### config.mk
export PLATFORM = sky130hd
export DESIGN_NAME = second_order_iir_section
export DESIGN_NICKNAME = d
export VERILOG_FILES = /design/src/design/biq_pkg.sv /design/src/design/biq_div.sv /design/src/design/second_order_iir_section.sv
export SDC_FILE = /design/constraint.sdc
export NUM_CORES = 2
export LEC_CHECK = 0
export ABC_AREA = 1
export BUFFER_PORTS_ARGS = -buffer_cell sky130_fd_sc_hd__clkbuf_2
export CAP_MARGIN = 40
export CORE_ASPECT_RATIO = 1.1
export CORE_UTILIZATION = 40
export CTS_BUF_LIST = sky130_fd_sc_hd__clkbuf_8
export CTS_CLUSTER_DIAMETER = 60
export DETAILED_ROUTE_END_ITERATION = 8
export MAX_ROUTING_LAYER = met4
export SETUP_SLACK_MARGIN = 0.4
export SKIP_CTS_REPAIR_TIMING = 1
export SYNTH_ARGS = -nofsm -noshare
export SYNTH_HDL_FRONTEND = slang
export SYNTH_SLANG_ARGS = --single-unit
### constraint.sdc
create_clock -name clk -period 16.62 [get_ports clk]
set_input_delay 3.324 -clock clk [delete_from_list [all_inputs] [get_ports clk]]
set_output_delay 3.324 -clock clk [all_outputs]
set_load 0.01 [all_outputs]
### src/design/biq_pkg.sv
// Shared definitions for the second-order IIR section.
// Holds register indexes, fixed-point constants and the divider status type.
// Used by second_order_iir_section and biq_div.
package biq_pkg;

  localparam int COEF_COUNT = 6;
  localparam int COEF_W     = 32;
  localparam int SAMPLE_W   = 32;
  localparam int INDEX_W    = 3;
  localparam int COEF_FRAC  = 28;

  localparam logic [INDEX_W-1:0] IX_B0 = 3'd0;
  localparam logic [INDEX_W-1:0] IX_B1 = 3'd1;
  localparam logic [INDEX_W-1:0] IX_B2 = 3'd2;
  localparam logic [INDEX_W-1:0] IX_A0 = 3'd3;
  localparam logic [INDEX_W-1:0] IX_A1 = 3'd4;
  localparam logic [INDEX_W-1:0] IX_A2 = 3'd5;

  localparam logic [COEF_W-1:0] A0_RESET = 32'h1000_0000;

  // Dividend magnitude is 64 bits; only 33 quotient bits matter for saturation.
  localparam int DIVIDEND_W = 64;
  localparam int QUOT_W     = 33;
  localparam int DIV_CNT_W  = 6;

  typedef struct packed {
    logic done;      // one-cycle pulse, quotient is valid
    logic too_big;   // quotient is at least 2**QUOT_W
  } biq_div_stat_t;

endpackage

### src/design/biq_div.sv
// Bit-serial restoring divider for the IIR section, one quotient bit a cycle.
// Produces the low 33 quotient bits and a flag when the quotient is larger.
// Depends on biq_pkg.
module biq_div
  import biq_pkg::*;
(
  input  logic                  clk,
  input  logic                  rst,
  input  logic                  start,
  input  logic [DIVIDEND_W-1:0] dividend,
  input  logic [COEF_W-1:0]     divisor,
  output biq_div_stat_t         stat,
  output logic [QUOT_W-1:0]     quotient
);

  logic [COEF_W-1:0]    rem;
  logic [QUOT_W-1:0]    shreg;
  logic [DIV_CNT_W-1:0] cnt;
  logic                 run;
  logic                 done;
  logic                 big;

  logic [DIVIDEND_W-QUOT_W-1:0] hi;
  logic [COEF_W:0]              trial;
  logic [COEF_W:0]              diff;
  logic                         ge;
  logic                         hi_big;

  assign hi     = dividend[DIVIDEND_W-1:QUOT_W];
  assign hi_big = {{(COEF_W+1-(DIVIDEND_W-QUOT_W)){1'b0}}, hi} >= {1'b0, divisor};
  assign trial  = {rem, shreg[QUOT_W-1]};
  assign ge     = trial >= {1'b0, divisor};
  assign diff   = trial - {1'b0, divisor};

  always_ff @(posedge clk) begin
    if (rst) begin
      run  <= 1'b0;
      done <= 1'b0;
      big  <= 1'b0;
      cnt  <= '0;
    end else begin
      done <= 1'b0;
      if (start) begin
        big <= hi_big;
        if (hi_big) begin
          done <= 1'b1;
          run  <= 1'b0;
        end else begin
          run <= 1'b1;
          cnt <= DIV_CNT_W'(QUOT_W);
        end
      end else if (run) begin
        cnt <= cnt - 1'b1;
        if (cnt == DIV_CNT_W'(1)) begin
          run  <= 1'b0;
          done <= 1'b1;
        end
      end
    end
  end

  // Datapath: remainder always stays below the divisor, so it fits in 32 bits.
  always_ff @(posedge clk) begin
    if (start) begin
      rem   <= {{(COEF_W-(DIVIDEND_W-QUOT_W)){1'b0}}, hi};
      shreg <= dividend[QUOT_W-1:0];
    end else if (run) begin
      rem   <= ge ? diff[COEF_W-1:0] : trial[COEF_W-1:0];
      shreg <= {shreg[QUOT_W-2:0], ge};
    end
  end

  assign quotient     = shreg;
  assign stat.done    = done;
  assign stat.too_big = big;

endmodule

### src/design/second_order_iir_section.sv
// Second-order IIR section, direct form II, Q16.16 samples, Q4.28 coefficients.
// Each sample takes five passes through the shared 32x32 multiplier and the sums,
// with the serial divider between the feedback and output passes. The divider
// stops early when the quotient overflows, and a zero coef_a0 skips to the result.
// A new sample is taken only after the last result has gone to the output register.
// Reset (rst, synchronous): delay line cleared, coefficients to zero, a0 to 1.0.
module second_order_iir_section
  import biq_pkg::*;
(
  input  logic                clk,
  input  logic                rst,
  input  logic                cfg_write,
  input  logic [INDEX_W-1:0]  cfg_index,
  input  logic [COEF_W-1:0]   cfg_data,
  input  logic                in_valid,
  output logic                in_stall,
  input  logic [SAMPLE_W-1:0] sample_in,
  output logic                out_valid,
  input  logic                out_stall,
  output logic [SAMPLE_W-1:0] sample_out,
  output logic                overflow,
  output logic                zero_divisor
);

  localparam int ACC_W = 66;
  localparam int YMAG_W = ACC_W - COEF_FRAC;

  localparam logic [3:0] ST_IDLE   = 4'd0;
  localparam logic [3:0] ST_M1     = 4'd1;
  localparam logic [3:0] ST_M2     = 4'd2;
  localparam logic [3:0] ST_M3     = 4'd3;
  localparam logic [3:0] ST_DSTART = 4'd4;
  localparam logic [3:0] ST_DWAIT  = 4'd5;
  localparam logic [3:0] ST_WSET   = 4'd6;
  localparam logic [3:0] ST_Y1     = 4'd7;
  localparam logic [3:0] ST_Y2     = 4'd8;
  localparam logic [3:0] ST_Y3     = 4'd9;
  localparam logic [3:0] ST_Y4     = 4'd10;
  localparam logic [3:0] ST_FIN    = 4'd11;

  logic [3:0] state;

  logic [COEF_W-1:0]   coef_b0, coef_b1, coef_b2, coef_a0, coef_a1, coef_a2;
  logic [SAMPLE_W-1:0] delay_one, delay_two;
  logic [SAMPLE_W-1:0] w_reg;
  logic                w_sat;
  logic                zd;
  logic                num_neg;

  logic signed [ACC_W-1:0] acc;
  logic signed [63:0]      prod;

  logic [COEF_W-1:0]   mul_a;
  logic [SAMPLE_W-1:0] mul_b;
  logic                acc_sub;
  logic [ACC_W-1:0]    prod_ext;
  logic [ACC_W-1:0]    acc_next;
  logic [ACC_W-1:0]    acc_mag;

  logic                div_start;
  biq_div_stat_t       div_stat;
  logic [QUOT_W-1:0]   quot;
  logic [COEF_W-1:0]   a0_mag;

  logic                q_neg;
  logic                q_sat;
  logic [SAMPLE_W-1:0] w_val;

  logic [YMAG_W-1:0]   ymag;
  logic                yneg;
  logic                ysat;
  logic [SAMPLE_W-1:0] y_val;
  logic                out_free;

  // Configuration registers.
  always_ff @(posedge clk) begin
    if (rst) begin
      coef_b0 <= '0;
      coef_b1 <= '0;
      coef_b2 <= '0;
      coef_a0 <= A0_RESET;
      coef_a1 <= '0;
      coef_a2 <= '0;
    end else if (cfg_write) begin
      unique case (cfg_index)
        IX_B0:   coef_b0 <= cfg_data;
        IX_B1:   coef_b1 <= cfg_data;
        IX_B2:   coef_b2 <= cfg_data;
        IX_A0:   coef_a0 <= cfg_data;
        IX_A1:   coef_a1 <= cfg_data;
        IX_A2:   coef_a2 <= cfg_data;
        default: ;
      endcase
    end
  end

  // Shared multiplier operand selection.
  always_comb begin
    mul_a = coef_a1;
    mul_b = delay_one;
    unique case (state)
      ST_M1:   begin mul_a = coef_a1; mul_b = delay_one; end
      ST_M2:   begin mul_a = coef_a2; mul_b = delay_two; end
      ST_Y1:   begin mul_a = coef_b0; mul_b = w_reg;     end
      ST_Y2:   begin mul_a = coef_b1; mul_b = delay_one; end
      ST_Y3:   begin mul_a = coef_b2; mul_b = delay_two; end
      default: ;
    endcase
  end

  // The numerator terms are subtracted, the output terms added.
  assign acc_sub  = (state == ST_M2) || (state == ST_M3);
  assign prod_ext = {{(ACC_W-64){prod[63]}}, prod};
  assign acc_next = acc_sub ? (ACC_W'(acc) - prod_ext) : (ACC_W'(acc) + prod_ext);
  assign acc_mag  = acc[ACC_W-1] ? (ACC_W'(0) - ACC_W'(acc)) : ACC_W'(acc);

  assign a0_mag    = coef_a0[COEF_W-1] ? (COEF_W'(0) - coef_a0) : coef_a0;
  assign div_start = (state == ST_DSTART);

  biq_div u_div (
    .clk      (clk),
    .rst      (rst),
    .start    (div_start),
    .dividend (acc_mag[DIVIDEND_W-1:0]),
    .divisor  (a0_mag),
    .stat     (div_stat),
    .quotient (quot)
  );

  // Quotient to saturated w.
  always_comb begin
    q_neg = num_neg && (quot != '0) && !div_stat.too_big;
    if (div_stat.too_big) begin
      q_neg = num_neg;
      q_sat = 1'b1;
    end else if (q_neg) begin
      q_sat = quot > QUOT_W'(33'h0_8000_0000);
    end else begin
      q_sat = quot > QUOT_W'(33'h0_7FFF_FFFF);
    end
    if (q_sat) begin
      w_val = q_neg ? 32'h8000_0000 : 32'h7FFF_FFFF;
    end else begin
      w_val = q_neg ? (SAMPLE_W'(0) - quot[SAMPLE_W-1:0]) : quot[SAMPLE_W-1:0];
    end
  end

  // Output sum to Q16.16, truncated toward zero, then saturated.
  always_comb begin
    ymag = acc_mag[ACC_W-1:COEF_FRAC];
    yneg = acc[ACC_W-1] && (ymag != '0);
    ysat = yneg ? (ymag > YMAG_W'(33'h0_8000_0000)) : (ymag > YMAG_W'(33'h0_7FFF_FFFF));
    if (ysat) begin
      y_val = yneg ? 32'h8000_0000 : 32'h7FFF_FFFF;
    end else begin
      y_val = yneg ? (SAMPLE_W'(0) - ymag[SAMPLE_W-1:0]) : ymag[SAMPLE_W-1:0];
    end
  end

  assign out_free = !out_valid || !out_stall;
  assign in_stall = (state != ST_IDLE);

  // Sequencer and control state.
  always_ff @(posedge clk) begin
    if (rst) begin
      state     <= ST_IDLE;
      out_valid <= 1'b0;
      delay_one <= '0;
      delay_two <= '0;
    end else begin
      if (state == ST_FIN && out_free) begin
        out_valid <= 1'b1;
      end else if (out_valid && !out_stall) begin
        out_valid <= 1'b0;
      end
      unique case (state)
        ST_IDLE: begin
          if (in_valid) begin
            state <= (coef_a0 == '0) ? ST_FIN : ST_M1;
          end
        end
        ST_M1:     state <= ST_M2;
        ST_M2:     state <= ST_M3;
        ST_M3:     state <= ST_DSTART;
        ST_DSTART: state <= ST_DWAIT;
        ST_DWAIT: begin
          if (div_stat.done) begin
            state <= ST_WSET;
          end
        end
        ST_WSET:   state <= ST_Y1;
        ST_Y1:     state <= ST_Y2;
        ST_Y2:     state <= ST_Y3;
        ST_Y3:     state <= ST_Y4;
        ST_Y4:     state <= ST_FIN;
        ST_FIN: begin
          if (out_free) begin
            state <= ST_IDLE;
            if (!zd) begin
              delay_two <= delay_one;
              delay_one <= w_reg;
            end
          end
        end
        default:   state <= ST_IDLE;
      endcase
    end
  end

  // Datapath registers.
  always_ff @(posedge clk) begin
    prod <= $signed(mul_a) * $signed(mul_b);
    unique case (state)
      ST_IDLE: begin
        if (in_valid) begin
          acc <= {{(ACC_W-SAMPLE_W-COEF_FRAC){sample_in[SAMPLE_W-1]}}, sample_in,
                  {COEF_FRAC{1'b0}}};
          zd  <= (coef_a0 == '0);
        end
      end
      ST_M2, ST_M3, ST_Y3, ST_Y4: acc <= $signed(acc_next);
      ST_DSTART: num_neg <= acc[ACC_W-1] ^ coef_a0[COEF_W-1];
      ST_DWAIT: begin
        if (div_stat.done) begin
          w_reg <= w_val;
          w_sat <= q_sat;
        end
      end
      ST_WSET: acc <= '0;
      ST_Y2:   acc <= $signed(acc_next);
      ST_FIN: begin
        if (out_free) begin
          if (zd) begin
            sample_out   <= '0;
            overflow     <= 1'b0;
            zero_divisor <= 1'b1;
          end else begin
            sample_out   <= y_val;
            overflow     <= w_sat | ysat;
            zero_divisor <= 1'b0;
          end
        end
      end
      default: ;
    endcase
  end

endmodule

==> Yosys cells after proc, flatten, opt, wreduce, memory -nomap -nowiden <==
Cells that the tools add are included.
{ "word_totals": {"ff_bits": 534, "latchBits": 0, "ram_bits": 0, "mem_bits_ro": 0, "inputBits": 72, "output_inout_bits": 36, "wordCells": 140, "mem_count": 0} }
{ "classes": {"add_sub_neg": 8, "mul": 1, "div": 0, "n_lt_le_gt_ge": 6, "n_eq_ne": 21, "n_shift": 0, "muxes": 41, "n_bitwise": 3, "n_reduce_logical": 34} }
{ "ops": {"columns": ["op", "count"], "rows": [
  ["$mux 32", 8],
  ["$mux 66", 3],
  ["$pmux 66 s3", 1],
  ["$pmux 32 s4", 1],
  ["$sub 1x32->32 const A", 3],
  ["$add 66x66->66", 1],
  ["$mux 33", 2],
  ["$sub 1x66->66 const A", 1],
  ["$sub 66x66->66", 1],
  ["$mul 32x32->64", 1],
  ["$pmux 32 s2", 1],
  ["$mux 31", 2],
  ["$pmux 4 s12", 1],
  ["$gt 38x31->1 const B", 1],
  ["$gt 38x32->1 const B", 1],
  ["$reduce_bool 38->1", 1],
  ["$ge 33x32->1", 1],
  ["$gt 33x31->1 const B", 1],
  ["$gt 33x32->1 const B", 1],
  ["$reduce_bool 33->1", 1],
  ["$ge 31x32->1", 1],
  ["$logic_not 32->1", 1],
  ["$sub 32x32->32", 1],
  ["$reduce_and 2->1", 11],
  ["other kinds (28)", 67]
]} }

==> Logic depth before layout (Yosys ltp) <==
{ "logic_depth": {"word_depth": 6, "depth_mapped": 47, "ltp_nobuf": 45} }

==> By module <==
From an unflattened synthesis, not the netlist that was laid out.
{ "hier_totals": {"hier_cells": 9610, "hier_area_um2": 71710.0} }
{ "by_module_without_submodules": {"columns": ["mod", "instances", "cells_per_inst", "area_each_um2", "seq_area_each_um2"], "rows": [
  ["second_order_iir_section", 1, 8603, 64944.8, 10560.1],
  ["biq_div", 1, 1007, 6765.2, 2122.0]
]} }

==> Worst setup path after synthesis <==
No wires, ideal clock.
{ "synth_timing": {"kind": "input to register", "from": "input port in_valid", "to": "register acc[0], enable pin", "t_arrival_ns": 8.021, "required_time_ns": 16.039, "setup_slack_ns": 8.017, "cell_stages": 2, "path_buffers": 0, "path_cell_list": "inv_1 -> o21ai_0"} }
{ "synth_via": {"elab_chain_len": 2} }
{ "synth_rtl": {"columns": ["item", "line", "text"], "rows": [
  ["start: declaration", "second_order_iir_section.sv:15", "input logic in_valid,"],
  ["$ne 2x2->1 (no line)", null, null],
  ["$reduce_and 2->1 (no line)", null, null],
  ["end signal: assignment", "second_order_iir_section.sv:216", "acc <= {{(ACC_W-SAMPLE_W-COEF_FRAC){sample_in[SAMPLE_W-1]}}, sample_in,"],
  ["end signal: assignment", "second_order_iir_section.sv:221", "ST_M2, ST_M3, ST_Y3, ST_Y4: acc <= $signed(acc_next);"],
  ["end signal: assignment", "second_order_iir_section.sv:230", "ST_Y2: acc <= $signed(acc_next);"],
  ["end: declaration", "second_order_iir_section.sv:50", "logic signed [ACC_W-1:0] acc;"]
]} }
No other way between the ends.
A chain may end at the register's enable or synchronous reset.

==> Final worst setup path <==
{ "layout_timing": {"from": "register state[0]", "to": "register prod[45]"} }
{ "layout_via": {"elab_chain_len": 4, "word_cells_on_any_way": 8} }
{ "layout_rtl": {"columns": ["item", "line", "text"], "rows": [
  ["start: declaration", "second_order_iir_section.sv:41", "logic [3:0] state;"],
  ["start signal: assignment", "second_order_iir_section.sv:179", "state <= (coef_a0 == '0) ? ST_FIN : ST_M1;"],
  ["$eq 4x2->1 or $eq 4x4->1 (tied branches)", "second_order_iir_section.sv:101", "unique case (state)"],
  ["$reduce_or 2->1 (no line)", null, null],
  ["$pmux 32 s2", "second_order_iir_section.sv:101", null],
  ["$mul 32x32->64 *", "second_order_iir_section.sv:212", "prod <= $signed(mul_a) * $signed(mul_b);"],
  ["end signal: assignment", "second_order_iir_section.sv:212", null],
  ["end: declaration", "second_order_iir_section.sv:51", "logic signed [63:0] prod;"]
]} }
Mark *: on every way between the ends. The rest lies on a longest branch, timed or not.

==> results.yml <==
timing:
  rsz0062_at_grt: "no"
  fin_setup_tns_ns: 0
  worstMarginPinSlew_ns: 0.958
  fin_skew_ns: 0.0854
  finalSetupViolCount: 0
  finalHoldViolations: 0
  finalCritPeriodShare: 0.673
  max-slew-margin-rel: 0.358
  drv_slew: 0
  period_needed_ns: 11.19
  max_freq_ghz: 0.0894
synthesis:
  syn_nets: 10800
  synth_mux_area_frac: 0
  synth.yosys.warnings: 0
  async_reset_ff_frac: 0
  synth_edf_count: 199
  ys_types: 66
  synth_xor_area_frac: 0.0332
  synth-compound-area-share: 0.0952
  netlist_area_sq_um: 70900
  ys_seq_area_frac: 0.179
  yosys.area_share.simple: 0.212
  syn_avg_cell_area_sq_um: 7.57
  synthFlopType: "dfxtp_1"
  synth.area.top_cells: "fa_1 (31%), nand2_1 (10%), inv_1 (9.7%)"
  synth_top_area_cell: "fa_1"
  synth_top_family_by_area: "adder cells"
  synth_top_area_share: 0.306
  ys_seq_elements: 534
  synth-adder-area-share: 0.363
  synthCells: 9367
grt:
  antenna_found_initial: 3
  grt_pass1_vias: 64000
  grt_overflow_total: 0
  grt_pass1_wl_um: 385000
  grt_max_degree: 127
  track_usage: 0.290
cts:
  worstSkewPairLatency_ns: 0.83
  cts_sinks: 534
  cts_htree_levels: 3
  clk_path_buf_depth: 3
  clk_pin_slew_ns: 0.06
  cts-root-buf: "clkbuf_8"
  cts_tree: "built"
  cts_buffers: 94
power:
  vdd_drop_max_uv: 63.9
  leakagePower_nw: 38.5
  powerDensity_nw_per_um2: 58.9
setup_path:
  crit_path_frequent_cell: "fa_1"
  critPathArrivalTime_ns: 11.85
  cpMaxStageDelayCell: "clkinv_1"
  rrSetupSlack_ns: 5.43
  required_ns: 17.28
  r2r_end: "prod[45]"
  worst_setup_path_start_kind: "register"
  path_delay_family: "adder cells"
  regToRegStartpoint: "state[0]"
  cp-end-kind: "register"
  path_max_fanout: 33
  cp_num_buf_inv: 12
  crit_path_max_incr_delay_ns: 0.80
  criticalPathCategory: "register to register"
  worst-r2r-cell-count: 36
job:
  drv_cap: 0
final_layout:
  area_growth_pct: 7.61
  largest_register_ffs: 66
  nNetsFinal: 10800
  final_cell_mix: "nand2_1 (1,917), inv_1 (1,857), nor2_1 (1,326)"
  largest_register: "acc"
  layout_commonest_cell: "nand2_1"
  drive_above_1_share: 0.0534
  fillers: 17900
  fin_area_sq_um: 76300
floorplanning:
  core_area_sq_um: 175000
  rows: 161
  start_util: 0.404
  chipHeight_um: 444
  die-area_sq_um: 179000
  io_pins: 108
  die_x_um: 403
min_path:
  worst_hold_path.num_cells: 2
  min_from: "delay_one[26]"
  holdPathEnd: "delay_two[26]"
  hp-class: "register to register"
outcome:
  run_status: "complete, no violations"
routing:
  drc_errors: 0
  drtIter0Drc: 4791
  via_per_inst: 5.26
  routedWlPerCell_um: 21.4
  vias: 62000
  ant_nets: 0
  wirelength_um: 252000
  drt_pre_antenna_iters: 6
placed_design:
  placed_area_sq_um: 74400
  hpwl_um: 199000
  port_buffers: 107
  gp_congestion: 0.977
-- cells by family (layout without fill, tap and decap cells) --
family          count (synthesis)  in the layout
other cells                     0              2
flops                         534            534
xor+xnor                      268            268
buf+inv                      2210           2267
compound gates               1215           1215
simple gates                 3735           3735
fa+ha+maj                    1405           1405
-- synth_stat cells, types with 85 or more instances --
master	count
inv_1	1837
dfxtp_1	335
xor2_1	182
xnor2_1	85
o21ai_0	516
nand3_1	203
fa_1	1084
edfxtp_1	199
nand2_1	1923
a21oi_1	422
clkbuf_1	302
nor2_1	1337
ha_1	321
-- area by class of cell --
cell class,count,area (sq um),share of cell area
tap,2363,2960,0.0387
multi-input combinational,6623,50000,0.655
inverter,1870,7030,0.0921
sequential,534,12700,0.166
clock buffer,103,1420,0.0186
antenna,2,5.00,0.0000656
timing repair buffer,227,1730,0.0227
clock inverter,67,528,0.00692
-- power breakdown --
group	internal [mW]	leakage [nW]	switching (mW)	total (mW)
sequential	1.45	4.56	0.105	1.55
clock	0.665	1.09	0.632	1.30
combinational	0.462	32.8	1.19	1.65
-- through the flow --
step	instances	power (mW)	hold slack, ns	setup slack, ns	utilization
finish	11800	4.50	0.457	5.43	0.435
global route	11800	4.75	0.473	4.71	0.435
global placement	11600	3.18	0.442	5.70	0.421
floorplan	9367	2.60	0.424	8.02	-
detailed placement	11600	3.20	0.449	5.64	0.424
CTS	11800	4.50	0.459	5.54	0.435
-- worst max path at each step --
stage	end	depth (start not counted)	slack, ns	start
floorplan	acc[0]	2	8.02	in_valid
global placement	prod[62]	38	5.70	state[3]
detailed placement	prod[45]	36	5.64	state[3]
CTS	prod[45]	36	5.54	state[0]
global route	prod[50]	38	4.71	state[0]
finish	prod[45]	36	5.43	state[0]
-- metal layers --
| layer | up-vias | routed length [um] | share of wire | GRT usage |
|---|---|---|---|---|
| met5 | - | 0 | 0 | - |
| li1 | 28600 | - | - | - |
| met4 | 0 | 12500 | 0.049 | 0.130 |
| met3 | 544 | 15300 | 0.061 | 0.0301 |
| met1 | 30700 | 101000 | 0.40 | 0.356 |
| met2 | 2146 | 123000 | 0.49 | 0.483 |
-- worst register-to-register path, delay by kind of cell (launching register included) --
family	cells	cell delay, ns
adder cells (fa/ha/maj)	9	4.48
flip-flops	1	0.39
AO/OA/AOI/OAI	4	0.86
XOR/XNOR	1	0.15
buffers and inverters	12	3.40
AND/OR/NAND/NOR	10	1.77
(Power assumes the default switching activity.)
